<file path="config.mk">
export PLATFORM = sky130hd
export DESIGN_NAME = map_text_tokenizer_flat
export DESIGN_NICKNAME = d
export VERILOG_FILES = /design/src/rtl/mtt_pkg.sv /design/src/rtl/mtt_in_if.sv /design/src/rtl/mtt_out_if.sv /design/src/rtl/mtt_front.sv /design/src/rtl/mtt_fifo.sv /design/src/rtl/mtt_back.sv /design/src/rtl/map_text_tokenizer.sv /design/src/flat_wrapper.sv
export SDC_FILE = /design/constraint.sdc
export NUM_CORES = 1
export LEC_CHECK = 0
export BUFFER_PORTS_ARGS = -buffer_cell sky130_fd_sc_hd__buf_2
export CORE_UTILIZATION = 49
export DETAILED_ROUTE_END_ITERATION = 12
export PLACE_DENSITY = 0.62
export SYNTH_ARGS = -nofsm -noshare
export SYNTH_HDL_FRONTEND = slang
export SYNTH_HIERARCHICAL = 1
export SYNTH_SLANG_ARGS = --single-unit
</file>
<file path="constraint.sdc">
create_clock -name clk -period 7.2 [get_ports clk]
set_input_delay 0.72 -clock clk [delete_from_list [all_inputs] [get_ports clk]]
set_output_delay 0.72 -clock clk [all_outputs]
set_load 0.03 [all_outputs]
</file>
<file path="src/rtl/mtt_pkg.sv">
// shared types, constants and helpers of the text tokenizer
`timescale 1ns / 1ps
`default_nettype none

package mtt_pkg;

    localparam int LINE_BITS = 24;
    localparam int OUT_LINE_W = 24;
    localparam int QDEPTH = 4;
    localparam int QPTR_W = $clog2(QDEPTH);
    localparam int QCNT_W = $clog2(QDEPTH + 1);

    localparam logic [7:0] CH_NUL    = 8'h00;
    localparam logic [7:0] CH_LF     = 8'h0A;
    localparam logic [7:0] CH_CR     = 8'h0D;
    localparam logic [7:0] CH_SPACE  = 8'h20;
    localparam logic [7:0] CH_QUOTE  = 8'h22;
    localparam logic [7:0] CH_SEMI   = 8'h3B;
    localparam logic [7:0] CH_SLASH  = 8'h2F;
    localparam logic [7:0] CH_BSLASH = 8'h5C;

    typedef enum logic [1:0] {
        KIND_CHAR = 2'd0,
        KIND_END  = 2'd1,
        KIND_EOI  = 2'd2,
        KIND_EOQ  = 2'd3
    } kind_t;

    typedef struct packed {
        kind_t      kind;
        logic [7:0] ch;
        logic       quoted;
        logic       comment;
    } res_t;

    // all results caused by one byte; the line number is common to them
    typedef struct packed {
        logic [1:0]            count;
        res_t [2:0]            res;
        logic [OUT_LINE_W-1:0] line;
    } run_t;

    function automatic logic [OUT_LINE_W-1:0] line_out(input logic [LINE_BITS-1:0] v);
        logic [31:0] w;
        w = 32'(v);
        return w[OUT_LINE_W-1:0];
    endfunction

    function automatic res_t mk_res(input kind_t k, input logic [7:0] ch,
                                    input logic q, input logic c);
        res_t r;
        r.kind    = k;
        r.ch      = (k == KIND_CHAR) ? ch : CH_NUL;
        r.quoted  = q;
        r.comment = c;
        return r;
    endfunction

endpackage

`default_nettype wire

</file>
<file path="src/rtl/mtt_in_if.sv">
// input channel carrying one text byte per transfer
`timescale 1ns / 1ps
`default_nettype none

interface mtt_in_if;
    logic       valid;
    logic       ready;
    logic [7:0] text_byte;

    modport source (output valid, output text_byte, input ready);
    modport sink (input valid, input text_byte, output ready);
endinterface

`default_nettype wire

</file>
<file path="src/rtl/mtt_out_if.sv">
// output channel carrying one tokenizer result per transfer
`timescale 1ns / 1ps
`default_nettype none

interface mtt_out_if;
    logic        valid;
    logic        ready;
    logic [1:0]  kind;
    logic [7:0]  token_char;
    logic        in_quotes;
    logic        is_comment;
    logic [23:0] line_count;
    logic        last_of_run;

    modport source (output valid, output kind, output token_char, output in_quotes,
                    output is_comment, output line_count, output last_of_run,
                    input ready);
    modport sink (input valid, input kind, input token_char, input in_quotes,
                  input is_comment, input line_count, input last_of_run,
                  output ready);
endinterface

`default_nettype wire

</file>
<file path="src/rtl/mtt_front.sv">
// front end: byte scanner that turns each byte into a run of results
`timescale 1ns / 1ps
`default_nettype none

module mtt_front
    import mtt_pkg::*;
(
    input  wire logic  clk,
    input  wire logic  rst_n,
    mtt_in_if.sink     in_ch,
    input  wire logic  cfg_we,
    input  wire logic  cfg_wdata,
    input  wire logic  q_full,
    output logic       q_push,
    output run_t       q_data
);

    typedef enum logic [3:0] {
        S_IDLE   = 4'd0,
        S_SLASH  = 4'd1,
        S_BARE   = 4'd2,
        S_QUOTED = 4'd3,
        S_ESC    = 4'd4,
        S_ESCQ   = 4'd5,
        S_CSKIP  = 4'd6,
        S_CEMIT  = 4'd7
    } mode_t;

    mode_t                mode_reg, mode_next;
    logic                 quoted_reg, quoted_next;
    logic                 comment_reg, comment_next;
    logic                 emit_reg;
    logic [LINE_BITS-1:0] line_reg;
    logic                 line_inc;
    logic [1:0]           n;
    res_t [2:0]           slot;
    logic                 do_idle, do_bare, do_quoted;
    logic                 accept;
    logic [7:0]           b;

    assign b      = in_ch.text_byte;
    assign in_ch.ready = !q_full;
    assign accept = in_ch.valid && !q_full;

    always_comb
    begin
        mode_next    = mode_reg;
        quoted_next  = quoted_reg;
        comment_next = comment_reg;
        line_inc     = 1'b0;
        n            = 2'd0;
        slot         = '0;
        do_idle      = 1'b0;
        do_bare      = 1'b0;
        do_quoted    = 1'b0;

        case (mode_reg)
            S_SLASH:
            begin
                if (b == CH_SLASH)
                begin
                    if (emit_reg)
                    begin
                        comment_next = 1'b1;
                        mode_next    = S_CEMIT;
                        slot[0]      = mk_res(KIND_CHAR, CH_SLASH, quoted_next, 1'b1);
                        slot[1]      = mk_res(KIND_CHAR, CH_SLASH, quoted_next, 1'b1);
                        n            = 2'd2;
                    end
                    else
                    begin
                        mode_next = S_CSKIP;
                    end
                end
                else
                begin
                    mode_next = S_BARE;
                    slot[0]   = mk_res(KIND_CHAR, CH_SLASH, quoted_next, comment_next);
                    n         = 2'd1;
                    do_bare   = 1'b1;
                end
            end
            S_BARE:
            begin
                do_bare = 1'b1;
            end
            S_QUOTED:
            begin
                do_quoted = 1'b1;
            end
            S_ESC:
            begin
                if (b == CH_QUOTE)
                begin
                    mode_next = S_ESCQ;
                end
                else if (b == CH_NUL)
                begin
                    slot[0]   = mk_res(KIND_CHAR, CH_BSLASH, quoted_next, comment_next);
                    n         = 2'd1;
                    do_quoted = 1'b1;
                end
                else
                begin
                    slot[0]   = mk_res(KIND_CHAR, CH_BSLASH, quoted_next, comment_next);
                    slot[1]   = mk_res(KIND_CHAR, b, quoted_next, comment_next);
                    n         = 2'd2;
                    mode_next = S_QUOTED;
                end
            end
            S_ESCQ:
            begin
                slot[0] = mk_res(KIND_CHAR, CH_BSLASH, quoted_next, comment_next);
                if (b == CH_CR || b == CH_LF)
                begin
                    slot[1]      = mk_res(KIND_END, b, quoted_next, comment_next);
                    n            = 2'd2;
                    quoted_next  = 1'b0;
                    comment_next = 1'b0;
                    mode_next    = S_IDLE;
                    do_idle      = 1'b1;
                end
                else
                begin
                    slot[1]   = mk_res(KIND_CHAR, CH_QUOTE, quoted_next, comment_next);
                    n         = 2'd2;
                    mode_next = S_QUOTED;
                    do_quoted = 1'b1;
                end
            end
            S_CSKIP:
            begin
                if (b == CH_LF)
                begin
                    line_inc  = 1'b1;
                    mode_next = S_IDLE;
                end
                else if (b == CH_NUL)
                begin
                    slot[0]   = mk_res(KIND_EOI, b, quoted_next, comment_next);
                    n         = 2'd1;
                    mode_next = S_IDLE;
                end
            end
            S_CEMIT:
            begin
                if (b == CH_LF || b == CH_NUL)
                begin
                    slot[0]      = mk_res(KIND_END, b, quoted_next, comment_next);
                    n            = 2'd1;
                    quoted_next  = 1'b0;
                    comment_next = 1'b0;
                    mode_next    = S_IDLE;
                    if (b == CH_LF)
                    begin
                        line_inc = 1'b1;
                    end
                    else
                    begin
                        slot[1] = mk_res(KIND_EOI, b, 1'b0, 1'b0);
                        n       = 2'd2;
                    end
                end
                else
                begin
                    slot[0] = mk_res(KIND_CHAR, b, quoted_next, comment_next);
                    n       = 2'd1;
                end
            end
            default:
            begin
                mode_next = S_IDLE;
                do_idle   = 1'b1;
            end
        endcase

        if (do_bare)
        begin
            if (b > CH_SPACE)
            begin
                slot[n] = mk_res(KIND_CHAR, b, quoted_next, comment_next);
                n       = n + 2'd1;
            end
            else
            begin
                slot[n]      = mk_res(KIND_END, b, quoted_next, comment_next);
                n            = n + 2'd1;
                quoted_next  = 1'b0;
                comment_next = 1'b0;
                mode_next    = S_IDLE;
                if (b == CH_NUL)
                begin
                    slot[n] = mk_res(KIND_EOI, b, 1'b0, 1'b0);
                    n       = n + 2'd1;
                end
                else if (b == CH_LF)
                begin
                    line_inc = 1'b1;
                end
            end
        end

        if (do_quoted)
        begin
            if (b == CH_NUL)
            begin
                slot[n]     = mk_res(KIND_EOQ, b, quoted_next, comment_next);
                n           = n + 2'd1;
                quoted_next = 1'b0;
                mode_next   = S_IDLE;
            end
            else if (b == CH_QUOTE)
            begin
                slot[n]      = mk_res(KIND_END, b, quoted_next, comment_next);
                n            = n + 2'd1;
                quoted_next  = 1'b0;
                comment_next = 1'b0;
                mode_next    = S_IDLE;
            end
            else if (b == CH_BSLASH)
            begin
                mode_next = S_ESC;
            end
            else
            begin
                slot[n] = mk_res(KIND_CHAR, b, quoted_next, comment_next);
                n       = n + 2'd1;
            end
        end

        if (do_idle)
        begin
            if (b == CH_NUL)
            begin
                slot[n] = mk_res(KIND_EOI, b, quoted_next, comment_next);
                n       = n + 2'd1;
            end
            else if (b <= CH_SPACE)
            begin
                line_inc = (b == CH_LF);
            end
            else if (b == CH_SEMI)
            begin
                if (emit_reg)
                begin
                    comment_next = 1'b1;
                    mode_next    = S_CEMIT;
                    slot[n]      = mk_res(KIND_CHAR, b, quoted_next, 1'b1);
                    n            = n + 2'd1;
                end
                else
                begin
                    mode_next = S_CSKIP;
                end
            end
            else if (b == CH_SLASH)
            begin
                mode_next = S_SLASH;
            end
            else if (b == CH_QUOTE)
            begin
                quoted_next = 1'b1;
                mode_next   = S_QUOTED;
            end
            else
            begin
                mode_next = S_BARE;
                slot[n]   = mk_res(KIND_CHAR, b, quoted_next, comment_next);
                n         = n + 2'd1;
            end
        end
    end

    assign q_push       = accept && (n != 2'd0);
    assign q_data.count = n;
    assign q_data.res   = slot;
    assign q_data.line  = line_out(line_reg);

    always_ff @(posedge clk or negedge rst_n)
    begin
        if (!rst_n)
        begin
            mode_reg    <= S_IDLE;
            quoted_reg  <= 1'b0;
            comment_reg <= 1'b0;
            line_reg    <= LINE_BITS'(1);
            emit_reg    <= 1'b0;
        end
        else
        begin
            if (cfg_we)
            begin
                emit_reg <= cfg_wdata;
            end
            if (accept)
            begin
                mode_reg    <= mode_next;
                quoted_reg  <= quoted_next;
                comment_reg <= comment_next;
                if (line_inc && line_reg != '1)
                begin
                    line_reg <= line_reg + LINE_BITS'(1);
                end
            end
        end
    end

endmodule

`default_nettype wire

</file>
<file path="src/rtl/mtt_fifo.sv">
// short queue of result runs between the scanner and the result sender
`timescale 1ns / 1ps
`default_nettype none

module mtt_fifo
    import mtt_pkg::*;
(
    input  wire logic  clk,
    input  wire logic  rst_n,
    input  wire logic  push,
    input  run_t       wdata,
    output logic       full,
    input  wire logic  pop,
    output run_t       rdata,
    output logic       not_empty
);

    run_t              mem_reg [QDEPTH];
    logic [QPTR_W-1:0] wr_ptr_reg;
    logic [QPTR_W-1:0] rd_ptr_reg;
    logic [QCNT_W-1:0] cnt_reg;

    assign full      = (cnt_reg == QCNT_W'(QDEPTH));
    assign not_empty = (cnt_reg != '0);
    assign rdata     = mem_reg[rd_ptr_reg];

    always_ff @(posedge clk)
    begin
        if (push)
        begin
            mem_reg[wr_ptr_reg] <= wdata;
        end
    end

    always_ff @(posedge clk or negedge rst_n)
    begin
        if (!rst_n)
        begin
            wr_ptr_reg <= '0;
            rd_ptr_reg <= '0;
            cnt_reg    <= '0;
        end
        else
        begin
            if (push)
            begin
                wr_ptr_reg <= wr_ptr_reg + QPTR_W'(1);
            end
            if (pop)
            begin
                rd_ptr_reg <= rd_ptr_reg + QPTR_W'(1);
            end
            if (push && !pop)
            begin
                cnt_reg <= cnt_reg + QCNT_W'(1);
            end
            else if (pop && !push)
            begin
                cnt_reg <= cnt_reg - QCNT_W'(1);
            end
        end
    end

`ifndef NO_ASSERTIONS
    a_no_overflow: assert property (@(posedge clk) disable iff (!rst_n)
        !(push && full))
        else $error("queue written while full");
    a_no_underflow: assert property (@(posedge clk) disable iff (!rst_n)
        !(pop && !not_empty))
        else $error("queue read while empty");
    a_count_range: assert property (@(posedge clk) disable iff (!rst_n)
        cnt_reg <= QCNT_W'(QDEPTH))
        else $error("queue count beyond depth");
    a_ptr_gap: assert property (@(posedge clk) disable iff (!rst_n)
        (wr_ptr_reg - rd_ptr_reg) == QPTR_W'(cnt_reg))
        else $error("queue pointers disagree with count");
`endif

endmodule

`default_nettype wire

</file>
<file path="src/rtl/mtt_back.sv">
// back end: sends the results of each queued run one transfer at a time
`timescale 1ns / 1ps
`default_nettype none

module mtt_back
    import mtt_pkg::*;
(
    input  wire logic  clk,
    input  wire logic  rst_n,
    input  wire logic  q_valid,
    input  run_t       q_data,
    output logic       q_pop,
    mtt_out_if.source  out_ch
);

    logic                  valid_reg;
    logic [1:0]            idx_reg;
    kind_t                 kind_reg;
    logic [7:0]            char_reg;
    logic                  quoted_reg;
    logic                  comment_reg;
    logic [OUT_LINE_W-1:0] line_reg;
    logic                  last_reg;
    logic                  load;
    logic                  last;
    res_t                  cur;

    assign load  = q_valid && (!valid_reg || out_ch.ready);
    assign cur   = q_data.res[idx_reg];
    assign last  = (idx_reg == q_data.count - 2'd1);
    assign q_pop = load && last;

    always_ff @(posedge clk)
    begin
        if (load)
        begin
            kind_reg    <= cur.kind;
            char_reg    <= cur.ch;
            quoted_reg  <= cur.quoted;
            comment_reg <= cur.comment;
            line_reg    <= q_data.line;
            last_reg    <= last;
        end
    end

    always_ff @(posedge clk or negedge rst_n)
    begin
        if (!rst_n)
        begin
            valid_reg <= 1'b0;
            idx_reg   <= 2'd0;
        end
        else
        begin
            if (load)
            begin
                valid_reg <= 1'b1;
                idx_reg   <= last ? 2'd0 : idx_reg + 2'd1;
            end
            else if (out_ch.ready)
            begin
                valid_reg <= 1'b0;
            end
        end
    end

    assign out_ch.valid       = valid_reg;
    assign out_ch.kind        = kind_reg;
    assign out_ch.token_char  = char_reg;
    assign out_ch.in_quotes   = quoted_reg;
    assign out_ch.is_comment  = comment_reg;
    assign out_ch.line_count  = line_reg;
    assign out_ch.last_of_run = last_reg;

`ifndef NO_ASSERTIONS
    a_idx_in_run: assert property (@(posedge clk) disable iff (!rst_n)
        q_valid |-> (idx_reg < q_data.count))
        else $error("result index beyond run length");
    a_idx_zero_idle: assert property (@(posedge clk) disable iff (!rst_n)
        !q_valid |-> (idx_reg == 2'd0))
        else $error("result index left over with empty queue");
    a_run_nonempty: assert property (@(posedge clk) disable iff (!rst_n)
        q_valid |-> (q_data.count != 2'd0))
        else $error("empty run in queue");
`endif

endmodule

`default_nettype wire

</file>
<file path="src/rtl/map_text_tokenizer.sv">
// top level of the streaming text tokenizer
`timescale 1ns / 1ps
`default_nettype none

// Streaming tokenizer: one text byte is taken per transfer on in_ch, and each
// byte yields zero to three results on out_ch (token characters, token ends,
// end of input, end of input inside quotes), the last one flagged with
// last_of_run. The scanner takes a byte every cycle while its four-entry run
// queue has room; the result sender sends one result per cycle while out_ch is
// ready. Bytes with no result (separators, skipped comments) are not queued.
// A byte's first result passes the run queue and the sender's output register.
// emit_comments is written through cfg_we/cfg_wdata and is sampled when a
// comment starts; the line counter resets to 1.
module map_text_tokenizer
    import mtt_pkg::*;
(
    input  wire logic  clk,
    input  wire logic  rst_n,
    mtt_in_if.sink     in_ch,
    mtt_out_if.source  out_ch,
    input  wire logic  cfg_we,
    input  wire logic  cfg_wdata
);

    logic q_full;
    logic q_push;
    logic q_pop;
    logic q_valid;
    run_t q_wdata;
    run_t q_rdata;

    mtt_front u_front (
        .clk       (clk),
        .rst_n     (rst_n),
        .in_ch     (in_ch),
        .cfg_we    (cfg_we),
        .cfg_wdata (cfg_wdata),
        .q_full    (q_full),
        .q_push    (q_push),
        .q_data    (q_wdata)
    );

    mtt_fifo u_fifo (
        .clk       (clk),
        .rst_n     (rst_n),
        .push      (q_push),
        .wdata     (q_wdata),
        .full      (q_full),
        .pop       (q_pop),
        .rdata     (q_rdata),
        .not_empty (q_valid)
    );

    mtt_back u_back (
        .clk     (clk),
        .rst_n   (rst_n),
        .q_valid (q_valid),
        .q_data  (q_rdata),
        .q_pop   (q_pop),
        .out_ch  (out_ch)
    );

endmodule

`default_nettype wire

</file>
<file path="src/flat_wrapper.sv">
// flat-port wrapper written by rule: the top's interface ports become plain ports
module map_text_tokenizer_flat import mtt_pkg::*;
  (clk, rst_n, cfg_we, cfg_wdata, in_ch_valid, in_ch_text_byte, in_ch_ready, out_ch_valid, out_ch_kind, out_ch_token_char, out_ch_in_quotes, out_ch_is_comment, out_ch_line_count, out_ch_last_of_run, out_ch_ready);
  mtt_in_if in_ch_i ();
  mtt_out_if out_ch_i ();
  input  wire logic clk;
  input  wire logic rst_n;
  input  wire logic cfg_we;
  input  wire logic cfg_wdata;
  input wire logic [$bits(in_ch_i.valid)-1:0] in_ch_valid;
  input wire logic [$bits(in_ch_i.text_byte)-1:0] in_ch_text_byte;
  output wire logic [$bits(in_ch_i.ready)-1:0] in_ch_ready;
  output wire logic [$bits(out_ch_i.valid)-1:0] out_ch_valid;
  output wire logic [$bits(out_ch_i.kind)-1:0] out_ch_kind;
  output wire logic [$bits(out_ch_i.token_char)-1:0] out_ch_token_char;
  output wire logic [$bits(out_ch_i.in_quotes)-1:0] out_ch_in_quotes;
  output wire logic [$bits(out_ch_i.is_comment)-1:0] out_ch_is_comment;
  output wire logic [$bits(out_ch_i.line_count)-1:0] out_ch_line_count;
  output wire logic [$bits(out_ch_i.last_of_run)-1:0] out_ch_last_of_run;
  input wire logic [$bits(out_ch_i.ready)-1:0] out_ch_ready;
  assign in_ch_i.valid = in_ch_valid;
  assign in_ch_i.text_byte = in_ch_text_byte;
  assign in_ch_ready = in_ch_i.ready;
  assign out_ch_valid = out_ch_i.valid;
  assign out_ch_kind = out_ch_i.kind;
  assign out_ch_token_char = out_ch_i.token_char;
  assign out_ch_in_quotes = out_ch_i.in_quotes;
  assign out_ch_is_comment = out_ch_i.is_comment;
  assign out_ch_line_count = out_ch_i.line_count;
  assign out_ch_last_of_run = out_ch_i.last_of_run;
  assign out_ch_i.ready = out_ch_ready;
  map_text_tokenizer u_core (.clk(clk), .rst_n(rst_n), .in_ch(in_ch_i), .out_ch(out_ch_i), .cfg_we(cfg_we), .cfg_wdata(cfg_wdata));
endmodule
</file>
==> flow_summary.ini <==
[worst_setup_path]
crit_buf_inv = 3
crit_path_cell_trace = or4b_1, a21oi_2, o22ai_1, and2_1, inv_1, ha_1, nor3_1, o31ai_2, inv_1, ha_1, o211ai_1, o21ai_2, a31oi_1, and2_2, buf_12
r2r-end = u_core/u_fifo/mem_reg[1][32]
r2r_cells = 15
rrSetupSlack_ps = 1850
crit_slowest_cell = or4b_1
critPathCaptureType = flip-flop
slowest_delay_ps = 730
cp-start-kind = flip-flop
crit_arrival_ps = 5530
timing.rr.start = u_core/u_front/mode_reg[1]
cp.required_ps = 7380
critical_path_depth = 15
path_class = reg -> reg
critPathMaxFanout = 44
cp_top_family = simple AND/OR/NAND/NOR gates

[global_route]
grt_max_degree = 63
grt_pass1_wl_mm = 49.5
grt_util_all_layers_pct = 21.7
antenna_found_initial = 0
grt_pass1_vias = 8154
overflow = 0

[pwr]
powerDensity_nw_per_um2 = 449
p_total_mw = 7.24
combinationalPowerShare_pct = 35.0
clockPowerShare_pct = 23.0
power.internal_mw = 4.72
ir_drop_mv = 0.256
swShare_pct = 34.9
pwr-share-seq_pct = 42.1
p_sw_mw = 2.53
p_leak_nw = 5.78

[sta]
layout_min_cycle_time_ps = 5350
slew_headroom_pct = 28.2
drv_slew = 0
fin_skew_ps = 11.0
layout_setup_ws_ps = 1850
max_freq_mhz = 187
finalSetupTns_ps = 0
tightest_slew_ps = 1080
grt_setup_unrepaired = false
hold_viol_final = 0
setup_viol = 0
fin_crit_sh_pct = 74.2

[clock_tree]
cts_buffers = 35
clock_latency_ps = 510
hold_buffers = 0
path_clk_slew_ps = 60
h-tree-depth = 2
clock_sinks = 326
ctsLongestPathBuffers = 3
post_cts_buffers = 0
ctsResizeCount = 0
cts_root_buf = clkbuf_16
cts_tree = built

[logic_synthesis]
synth_edf_count = 285
syn_nets = 922
synth_cell_types = 89
netlist_area_um2 = 14500
synth_area_per_cell_um2 = 16.3
ys_ff_latch = 326
ys.flop_type = edfxtp_1
async_flop_share_pct = 12.6
yosys_warnings = 6
ys_seq_area_share_pct = 66.2
synth_cells = 889

[die]
io_pins = 53
die_w_um = 174
die_y_um = 174
initial_core_util_pct = 50.2
num_rows = 62
fp.coreArea_um2 = 28900
die-area_um2 = 30300

[routing]
drc = 0
drt_wl_total_mm = 32.2
vias_per_cell = 6.06
drt_iter0_drc = 630
first_pass_iters = 5
wl_per_cell_um = 23.6
via_count = 8239
drt.antenna.violating_nets = 0

[cells_and_area]
n_antenna_cell = 0
register_area_um2 = 9590
syn_to_final_growth_pct = 11.4
final_nets = 983
fillers = 2320
fin_cells = 1360
multiInputGateArea_um2 = 4520
drive_above_1_share_pct = 22.2
largest_reg_flops = 248

[placed_design]
dp.cells = 1297
gp_congestion = 0.928
dp_slack_ps = 1570
dp_hpwl_mm = 20.8
numPortBuffers = 52

[run_status]
status = finished, final reports clean

[worst_hold_path]
hold_path_class = in -> async

[flow_run]
maxCapViolCount = 0
[routing by layer]
layer	part of all wire (%)	GRT usage (%)	vias to the layer above
met5	0	0	-
met4	2.6	7.20	0
met3	6.2	3.65	58
met2	44	31.7	287
met1	47	33.1	4201
li1	-	-	3693
[synthesized netlist by cell type, drive strengths merged (7+ instances only)]
library cell  number  share of area (%)
o211ai             7               0.36
nand2b             8               0.35
and2              14               0.60
edfxtp           285                 59
nor2b             13               0.56
buf               37                2.1
nor3              21               0.92
nor2              27               0.70
dfrtp             40                6.9
nand4             12               0.52
xnor2              7               0.47
ha                18                1.6
o21ai             42                1.6
nand3             24               0.90
nor4              12               0.79
a31oi             16               0.69
and3               8               0.38
a21oi             16               0.71
inv               19               0.49
nand2             56                1.6
mux2i             14               0.97
mux4              62                9.7
xor2              27                1.6
[power by group through the flow]
stage / clock (mW) / combinational [mW] / sequential [mW]
2_1_floorplan: 0 / 1.72 / 3.20
3_3_place_gp: 0 / 2.53 / 3.08
3_5_place_dp: 0 / 2.53 / 3.09
4_1_cts: 1.70 / 2.54 / 3.06
5_1_grt: 1.77 / 2.73 / 3.11
6_report: 1.66 / 2.53 / 3.05
[worst max-delay path by stage]
stage,startpoint,endpoint,slack [ps]
after floorplan,in_ch_text_byte[5],u_core/u_fifo/mem_reg[0][0],1600
after global placement,in_ch_text_byte[0],u_core/u_fifo/mem_reg[1][50],1680
after detailed placement,in_ch_text_byte[0],u_core/u_fifo/mem_reg[1][29],1570
after global routing,u_core/u_front/mode_reg[1],u_core/u_fifo/mem_reg[1][33],1420
final,u_core/u_front/mode_reg[1],u_core/u_fifo/mem_reg[1][32],1850
after CTS,u_core/u_front/mode_reg[1],u_core/u_fifo/mem_reg[1][33],1890
[per-stage QoR]
| step | hold slack [ps] | instance area, um2 | util, % |
|---|---|---|---|
| after global placement | 478 | 15100 | 52.2 |
| final | 276 | 16100 | 55.9 |
| after detailed placement | 477 | 15100 | 52.2 |
| after CTS | 294 | 16100 | 55.9 |
| after global routing | 322 | 16100 | 55.9 |
| after floorplan | 424 | 14500 | - |
[cell families (layout without fill, tap and decap cells)]
group | Yosys count | after routing | share of synthesized area [%]
DFF | 326 | 326 | 66.2
and+or+nand+nor | 234 | 234 | 9.63
AOI/OAI and AO/OA | 137 | 137 | 6.81
muxes | 78 | 78 | 10.9
buffers and inverters | 61 | 148 | 2.75
xor gates and xnor gates | 34 | 34 | 2.11
adders and majority gates | 19 | 19 | 1.69
[cell usage in the layout (no fill, tap or decap), types with 5 or more instances in the layout]
cell type    n
a211oi_1     5
a21boi_0     5
a21oi_1     12
a31oi_1     16
and2_1      10
and3_1       7
buf_2       52
buf_4       10
clkbuf_1    11
clkbuf_16   36
clkinv_1     7
clkinv_2     5
dfrtp_1     38
edfxtp_1   285
ha_1        18
inv_1       18
mux2i_1     14
mux4_2      58
nand2_1     53
nand2b_1     8
nand3_1     22
nand4_1     12
nor2_1      27
nor2b_1     13
nor3_1      18
nor4_1       7
o211ai_1     7
o21ai_0     35
or3_1        5
xnor2_1      6
xor2_1      27
[area by class of cell]
type | instances | area share (%)
flip-flops and latches | 326 | 59.4
multi-input cells | 502 | 28.0
clock buffers | 47 | 5.84
well taps | 384 | 2.98
repair buffers | 66 | 2.57
clock inverters | 16 | 0.744
inverters | 19 | 0.442
No activity file was read; power rests on OpenSTA's default activity.
